[src/rtl/wcmp_pkg.sv]
// Shared constants, types and reset table for the walk count matrix power block.
package wcmp_pkg;

  // Graph size and index widths
  localparam int unsigned NODES       = 8;
  localparam int unsigned NODE_W      = (NODES > 1) ? $clog2(NODES) : 1;
  localparam int unsigned REG_COUNT   = 8;
  localparam int unsigned ADJ_W       = 8;
  localparam int unsigned CFG_IDX_W   = 4;
  localparam int unsigned LENGTH_BITS = 31;

  // Matrix store: two banks of NODES x NODES entries
  localparam int unsigned ADDR_W    = 2 * NODE_W + 1;
  localparam int unsigned MEM_DEPTH = 2 ** ADDR_W;

  // Modular arithmetic widths
  localparam int unsigned VAL_W  = 30;
  localparam int unsigned PROD_W = 2 * VAL_W;
  localparam int unsigned HI_W   = VAL_W + 1;
  localparam int unsigned EST_W  = 2 * HI_W;
  localparam int unsigned LO_W   = VAL_W + 2;

  localparam logic [VAL_W-1:0] MODULUS     = 30'd1000000007;
  localparam logic [VAL_W-1:0] ONE_MOD     = 30'd1;
  localparam logic [VAL_W:0]   MOD_SUM     = {1'b0, MODULUS};
  localparam logic [LO_W-1:0]  MOD_LO      = {2'b00, MODULUS};
  localparam logic [LO_W-1:0]  TWO_MOD_LO  = {1'b0, MODULUS, 1'b0};

  // Barrett reciprocal floor(2^PROD_W / MODULUS), worked out at elaboration
  localparam logic [63:0]     BARRETT_M64 = (64'd1 << PROD_W) / {34'd0, MODULUS};
  localparam logic [HI_W-1:0] BARRETT_M   = BARRETT_M64[HI_W-1:0];

  // Operation tag that travels with each multiply-accumulate
  typedef struct packed {
    logic              vec_op;
    logic              first;
    logic              last;
    logic [ADDR_W-1:0] dst;
  } wcmp_tag_t;

  // Finished dot product from the shared unit
  typedef struct packed {
    logic              valid;
    logic              vec_op;
    logic [ADDR_W-1:0] dst;
  } wcmp_res_t;

  // Neighbour masks after reset
  function automatic logic [ADJ_W-1:0] adj_reset(int unsigned idx);
    logic [ADJ_W-1:0] val;
    case (idx)
      0:       val = 8'd6;
      1:       val = 8'd13;
      2:       val = 8'd27;
      3:       val = 8'd54;
      4:       val = 8'd172;
      5:       val = 8'd88;
      6:       val = 8'd160;
      7:       val = 8'd80;
      default: val = '0;
    endcase
    return val;
  endfunction

endpackage

[src/rtl/wcmp_mac.sv]
// Pipelined modular multiply-accumulate unit with Barrett reduction.
module wcmp_mac (
  input  logic                          clk_i,
  input  logic                          rst_ni,
  input  logic                          op_valid_i,
  input  wcmp_pkg::wcmp_tag_t           op_tag_i,
  input  logic [wcmp_pkg::VAL_W-1:0]    op_a_i,
  input  logic [wcmp_pkg::VAL_W-1:0]    op_b_i,
  output wcmp_pkg::wcmp_res_t           res_o,
  output logic [wcmp_pkg::VAL_W-1:0]    res_value_o,
  output logic                          busy_o
);

  logic [3:0]                       vld_q;
  wcmp_pkg::wcmp_tag_t              tag1_q, tag2_q, tag3_q, tag4_q;
  logic                             res_vld_q;
  logic                             res_vec_q;
  logic [wcmp_pkg::ADDR_W-1:0]      res_dst_q;

  logic [wcmp_pkg::PROD_W-1:0]      prod_d, prod_q;
  logic [wcmp_pkg::HI_W-1:0]        prod_hi;
  logic [wcmp_pkg::EST_W-1:0]       est_d, est_q;
  logic [wcmp_pkg::LO_W-1:0]        xlo2_q, xlo3_q;
  logic [wcmp_pkg::VAL_W-1:0]       quot;
  logic [wcmp_pkg::PROD_W-1:0]      qp_full;
  logic [wcmp_pkg::LO_W-1:0]        qp_lo_q;
  logic [wcmp_pkg::LO_W-1:0]        rem_raw, rem_fix;
  logic [wcmp_pkg::VAL_W-1:0]       rem4_q;
  logic [wcmp_pkg::VAL_W-1:0]       acc_base;
  logic [wcmp_pkg::VAL_W:0]         acc_sum, acc_fix;
  logic [wcmp_pkg::VAL_W-1:0]       acc_q;

  // Advance the valid bits and tags through the stages
  always_ff @(posedge clk_i or negedge rst_ni) begin
    if (!rst_ni) begin
      vld_q     <= '0;
      res_vld_q <= 1'b0;
    end else begin
      vld_q     <= {vld_q[2:0], op_valid_i};
      res_vld_q <= vld_q[3] & tag4_q.last;
    end
  end

  always_ff @(posedge clk_i) begin
    tag1_q    <= op_tag_i;
    tag2_q    <= tag1_q;
    tag3_q    <= tag2_q;
    tag4_q    <= tag3_q;
    res_vec_q <= tag4_q.vec_op;
    res_dst_q <= tag4_q.dst;
  end

  // Stage 1: full product
  assign prod_d = op_a_i * op_b_i;

  // Stage 2: quotient estimate from the top bits times the reciprocal
  assign prod_hi = prod_q[wcmp_pkg::PROD_W-1:wcmp_pkg::VAL_W-1];
  assign est_d   = prod_hi * wcmp_pkg::BARRETT_M;

  // Stage 3: quotient times modulus, low bits only
  assign quot    = est_q[2*wcmp_pkg::VAL_W:wcmp_pkg::HI_W];
  assign qp_full = quot * wcmp_pkg::MODULUS;

  // Stage 4: remainder below three moduli, fold into range
  always_comb begin
    rem_raw = xlo3_q - qp_lo_q;
    if (rem_raw >= wcmp_pkg::TWO_MOD_LO) begin
      rem_fix = rem_raw - wcmp_pkg::TWO_MOD_LO;
    end else if (rem_raw >= wcmp_pkg::MOD_LO) begin
      rem_fix = rem_raw - wcmp_pkg::MOD_LO;
    end else begin
      rem_fix = rem_raw;
    end
  end

  // Stage 5: modular accumulate, restart on the first term of a dot product
  always_comb begin
    acc_base = tag4_q.first ? '0 : acc_q;
    acc_sum  = {1'b0, acc_base} + {1'b0, rem4_q};
    acc_fix  = (acc_sum >= wcmp_pkg::MOD_SUM) ? (acc_sum - wcmp_pkg::MOD_SUM) : acc_sum;
  end

  // Hold the datapath registers
  always_ff @(posedge clk_i) begin
    prod_q  <= prod_d;
    est_q   <= est_d;
    xlo2_q  <= prod_q[wcmp_pkg::LO_W-1:0];
    qp_lo_q <= qp_full[wcmp_pkg::LO_W-1:0];
    xlo3_q  <= xlo2_q;
    rem4_q  <= rem_fix[wcmp_pkg::VAL_W-1:0];
    if (vld_q[3]) begin
      acc_q <= acc_fix[wcmp_pkg::VAL_W-1:0];
    end
  end

  assign res_o.valid  = res_vld_q;
  assign res_o.vec_op = res_vec_q;
  assign res_o.dst    = res_dst_q;
  assign res_value_o  = acc_q;
  assign busy_o       = (|vld_q) | res_vld_q;

`ifndef SYNTHESIS
  a_res_in_range: assert property (@(posedge clk_i) disable iff (!rst_ni)
    res_o.valid |-> (res_value_o < wcmp_pkg::MODULUS))
    else $error("accumulated value not reduced");

  a_rem_in_range: assert property (@(posedge clk_i) disable iff (!rst_ni)
    vld_q[3] |-> (rem4_q < wcmp_pkg::MODULUS))
    else $error("Barrett remainder not reduced");

  a_res_from_pipe: assert property (@(posedge clk_i) disable iff (!rst_ni)
    res_o.valid |-> $past(vld_q[3]))
    else $error("result without a term in the last stage");
`endif

endmodule

[config.mk]
export PLATFORM = sky130hd
export DESIGN_NAME = wcmp_mac
export DESIGN_NICKNAME = d
export VERILOG_FILES = /design/src/rtl/wcmp_pkg.sv /design/src/rtl/wcmp_mac.sv
export SDC_FILE = /design/constraint.sdc
export NUM_CORES = 2
export LEC_CHECK = 0
export BUFFER_PORTS_ARGS = -buffer_cell sky130_fd_sc_hd__buf_2
export CORE_UTILIZATION = 40
export CTS_CLUSTER_SIZE = 16
export DETAILED_ROUTE_END_ITERATION = 12
export HOLD_SLACK_MARGIN = 0.15
export PLACE_DENSITY_LB_ADDON = 0.12
export SLEW_MARGIN = 20
export SYNTH_ARGS = -nofsm -noshare
export SYNTH_HDL_FRONTEND = slang
export SYNTH_SLANG_ARGS = --single-unit
[constraint.sdc]
create_clock -name clk_i -period 20.2 [get_ports clk_i]
set_input_delay 3.03 -clock clk_i [delete_from_list [all_inputs] [get_ports clk_i]]
set_output_delay 3.03 -clock clk_i [all_outputs]
set_load 0.03 [all_outputs]
# Word level (Yosys, flattened, before mapping)
# Cells that the tools add are included.
dict set report totals {
  ff_bits 327
  latch_bits 0
  ramBits 0
  rom_bits 0
  inputBits 73
  out_inout_bits 40
  wordCells 45
  n_memories 0
}
dict set report classes {
  n_addsub 5
  mul 3
  div 0
  magnitude_cmp 3
  n_eq_ne 0
  shifts 0
  muxes 4
  bitwise_logic 2
  reduce_logical 1
}
# op count
set ops {}
lappend ops {{30-bit 2-to-1 mux} 4}
lappend ops {{30-bit subtractor, second input constant} 3}
lappend ops {{30-bit by 30-bit multiplier with 60-bit output} 1}
lappend ops {{31-bit by 28-bit multiplier with 58-bit output, second input constant} 1}
lappend ops {{32-bit by 30-bit greater-or-equal comparator with 1-bit output, second input constant} 1}
lappend ops {{32-bit by 31-bit greater-or-equal comparator with 1-bit output, second input constant} 1}
lappend ops {{30-bit by 30-bit multiplier with 32-bit output, second input constant} 1}
lappend ops {{32-bit subtractor} 1}
lappend ops {{30-bit by 30-bit adder with 31-bit output} 1}
lappend ops {{31-bit by 30-bit greater-or-equal comparator with 1-bit output, second input constant} 1}
lappend ops {{4-bit OR reduction} 1}
lappend ops {{1-bit AND} 1}
lappend ops {{1-bit OR} 1}

# Logic depth before layout (Yosys ltp)
dict set report logic_depth {
  ltp_word 4
  ltp_mapped 31
}

# Worst setup path before layout
# Ideal clock, no wire load.
dict set report synth_path {
  path_type {input to register}
  startpoint {in op_a_i[10] in the netlist's numbering}
  endpoint {reg prod_q[59] in the netlist's numbering}
  setup_time_ns 0.127
  arrival_ns 10.151
  t_required_ns 20.073
  slack_ns 9.922
  stages 29
  path_buffers 1
  path_cell_list {clkbuf_1 and2_1 fa_1 inv_1 fa_1 inv_1 fa_1 inv_1 fa_1 inv_1 fa_1 fa_1 fa_1 inv_1 fa_1 inv_1 ha_1 a21oi_1 o21ai_0 nand2b_1 a21oi_1 a211oi_1 a211oi_1 o31ai_1 a311o_1 o311ai_0 o31a_1 and4b_1 nor3_1}
}
dict set report synth_between {
  elab_chain_cells 1
}
# item line_no
set synth_lines {}
lappend synth_lines {{start: declaration} wcmp_mac.sv:7} ;# input logic [wcmp_pkg::VAL_W-1:0] op_a_i,
lappend synth_lines {{30-bit by 30-bit multiplier with 60-bit output} wcmp_mac.sv:54} ;# assign prod_d = op_a_i * op_b_i;
lappend synth_lines {{named net prod_d (one bit)} wcmp_mac.sv:20} ;# logic [wcmp_pkg::PROD_W-1:0] prod_d, prod_q;
lappend synth_lines {{end signal: assignment} wcmp_mac.sv:85} ;# prod_q <= prod_d;
lappend synth_lines {{end: declaration} wcmp_mac.sv:20}
# The timed path passes the listed nets, and every way through them passes these cells.
# A chain may end at the register's enable or synchronous reset.

# Worst setup path in the final report
dict set report layout_path {
  startpoint {in op_a_i[23] in the netlist's numbering}
  endpoint {reg prod_q[59] in the netlist's numbering}
}
# Same word-level chain as after synthesis.

==> flow_summary.toml <==
[outcome]
status = "completed"

[critical_path]
rr_worst_depth = 22
cpPeakStageDelay_ps = 640
r2r_end = "est_q[60]"
crit_path_frequent_cell = "fa_1"
cp_top_family = "adder cells"
cp.buffers_inverters = 6
required_ps = 20670
startpoint_type = "input port"
r2r_start = "prod_q[41]"
rrSetupSlack_ps = 11930
worstPathArrival_ps = 11430
cp_slowest_cell = "buf_2"
path_max_fanout = 30
path_class = "in2reg"
end_kind = "flip-flop"

[global_route]
grt_use_total = 0.218
grt_pass1_wl_um = 265000
grt.overflow.total = 0
grt_max_degree = 40
grt_pass1_vias = 45200
grt_antenna_before_repair = 2

[final_layout]
regArea_um2 = 6310
final_nets = 8485
final_common_cell = "inv_1"
drive_gt1_frac = 0.0379
syn_to_final_growth_pct = 5.94
final_cells = 8420
mostFrequentLayoutCells = "inv_1 (1501), fa_1 (1223), ha_1 (827)"
nFillCells = 15200
multi_input_area_um2 = 48900

[drt]
drt_first_pass_iters = 5
final_antenna_net_count = 0
vias = 41900
drc = 0
vias_per_cell = 4.98
post_drt_wl_per_cell_um = 19.6
wirelength_um = 165000
drt_iter0_markers = 2284

[synthesis]
ys_async_sr_fraction = 0.0167
synth_ff_type = "dfxtp_1"
ys_types = 94
syn_inst = 6402
syn_area_um2 = 61700
synth_area_per_cell_um2 = 9.63
ys_ff_latch = 299
syn_nets = 8525
synth-edff-count = 30
synth_warnings = 0
ys_seq_area_frac = 0.102

[placement]
dp.final_hpwl_um = 134000
io_buffers = 112
globalplace.congestion = 0.870
place_ws_ps = 8710
dp_cells = 8356

[min_path]
min_path_type = "reg2reg"
hold-path-cell-count = 0
holdCritStartpoint = "xlo2_q[19]"
whs_endpoint = "xlo3_q[19]"

[floorplan]
die_x_um = 395
row_count = 143
initial_utilization = 0.405
die_y_um = 395
core_um2 = 152000
io_pins = 113
die_area_um2 = 156000

[sta]
tns_ps = 0
fin_crit_ps = 10960
min_period_over_period = 0.543
finalHoldViolCount = 0
final.setup_skew_ps = 21.3
hold_slack_ps = 313
slew-limit-headroom = 0.251
grt_setup_unrepaired = "false"
fmax_mhz = 91.2
finalSetupViolations = 0
drv_slew = 0
fin_ws_ps = 9240
worst_pin_slew_ps = 1120

[clock_network]
post-cts-setup-buffers = 0
cts_resized = 0
cts_root_buf = "clkbuf_16"
htree_levels = 2
cts_buffer_depth = 3
cts.clk_slew.worst_paths_ps = 60
clk_latency_ps = 560
clock-sinks = 299
ctsHoldBuffers = 0
cts_tree = "built"
numCtsBuffers = 34

[flow_run]
maxCapViolCount = 0
-- Yosys cell counts (16+ instances only) --
master / n / area [µm²]
nand3_1: 45 / 225
o21bai_1: 26 / 195
and2_1: 533 / 3330
ha_1: 827 / 10300
nand2b_1: 25 / 156
a31oi_1: 27 / 169
nand2_1: 497 / 1870
o21ai_0: 85 / 425
fa_1: 1223 / 24500
nor2_1: 120 / 450
o21a_1: 22 / 165
inv_1: 1501 / 5630
and3_1: 34 / 213
clkbuf_1: 203 / 762
edfxtp_1: 30 / 901
a211o_1: 16 / 140
dfxtp_1: 264 / 5290
a21oi_1: 180 / 901
xnor2_1: 173 / 1520
nor2b_1: 59 / 369
xor2_1: 67 / 587
a211oi_1: 27 / 203
a21o_1: 101 / 758
nor3_1: 43 / 215
o211ai_1: 21 / 158
-- worst max-delay path by stage --
stage / cells past startpoint / from / to / slack [ps]
2_1_floorplan: 29 / op_a_i[10] / prod_q[59] / 9920
3_3_place_gp: 29 / op_a_i[12] / prod_q[59] / 8860
3_5_place_dp: 26 / op_b_i[6] / prod_q[59] / 8710
4_1_cts: 27 / op_a_i[23] / prod_q[59] / 9290
5_1_grt: 28 / op_a_i[20] / prod_q[59] / 8740
6_report: 27 / op_a_i[23] / prod_q[59] / 9240
-- final cells by class --
type | count | share of cell area
multi-input cells | 4383 | 0.748
flip-flops and latches | 299 | 0.0966
inverters | 1501 | 0.0862
well taps | 2030 | 0.0389
clock buffers | 47 | 0.0152
repair buffers | 143 | 0.0121
clock inverters | 14 | 0.00260
diodes | 3 | 0.000115
-- metal layers --
metal  vias up  global-route usage  part of all wire
met2       801               0.344              0.44
met4         0              0.0339             0.014
met5         -                   0                 0
met1     21400               0.327              0.50
met3       126              0.0237             0.046
li1      19600                   -                 -
-- stage by stage --
stage                     instance area [µm²]   util
after CTS                               65300  0.429
after global routing                    65300  0.429
after floorplan                         61700      -
after global placement                  64200  0.421
final                                   65300  0.429
after detailed placement                64200  0.421
-- registers in the layout (all words and copies together) (netlist names), 10 cells and up --
name         count
est_q           30
prod_q          60
qp_lo_q         32
rem4_q          30
res_value_o     30
tag1_q          10
tag2_q          10
tag3_q          10
tag4_q          10
xlo2_q          32
xlo3_q          32
-- worst reg2reg max path, stage by stage, from the launching register on --
cell and delay, ps:
dfxtp_1 930, fa_1 590, fa_1 400, fa_1 460
fa_1 530, inv_1 70, fa_1 500, inv_1 50
fa_1 550, fa_1 420, ha_1 340, nand4_1 90
a21oi_1 130, a2111oi_0 80, o21ai_0 670, a211o_1 290
o21ai_0 230, a211oi_1 750, o21a_1 280, o21ai_0 160
a31oi_1 270, nor2_1 90, xnor2_1 260
-- cell families (layout without fill, tap and decap cells) --
kind of cell             after synthesis  in the layout  share of synthesized area
buffers and inverters               1720           1705                      0.105
multiplexers                           5              5                   0.000832
XOR/XNOR                             241            241                     0.0343
AND/OR/NAND/NOR                     1442           1442                      0.121
AO/OA/AOI/OAI                        645            645                     0.0715
flip-flops                           299            299                      0.102
adder cells (fa/ha/maj)             2050           2050                      0.565
other                                  0              3                          0
Power is not shown: default switching activity piles up to over one toggle a cycle in this logic, so the estimate is an artifact.
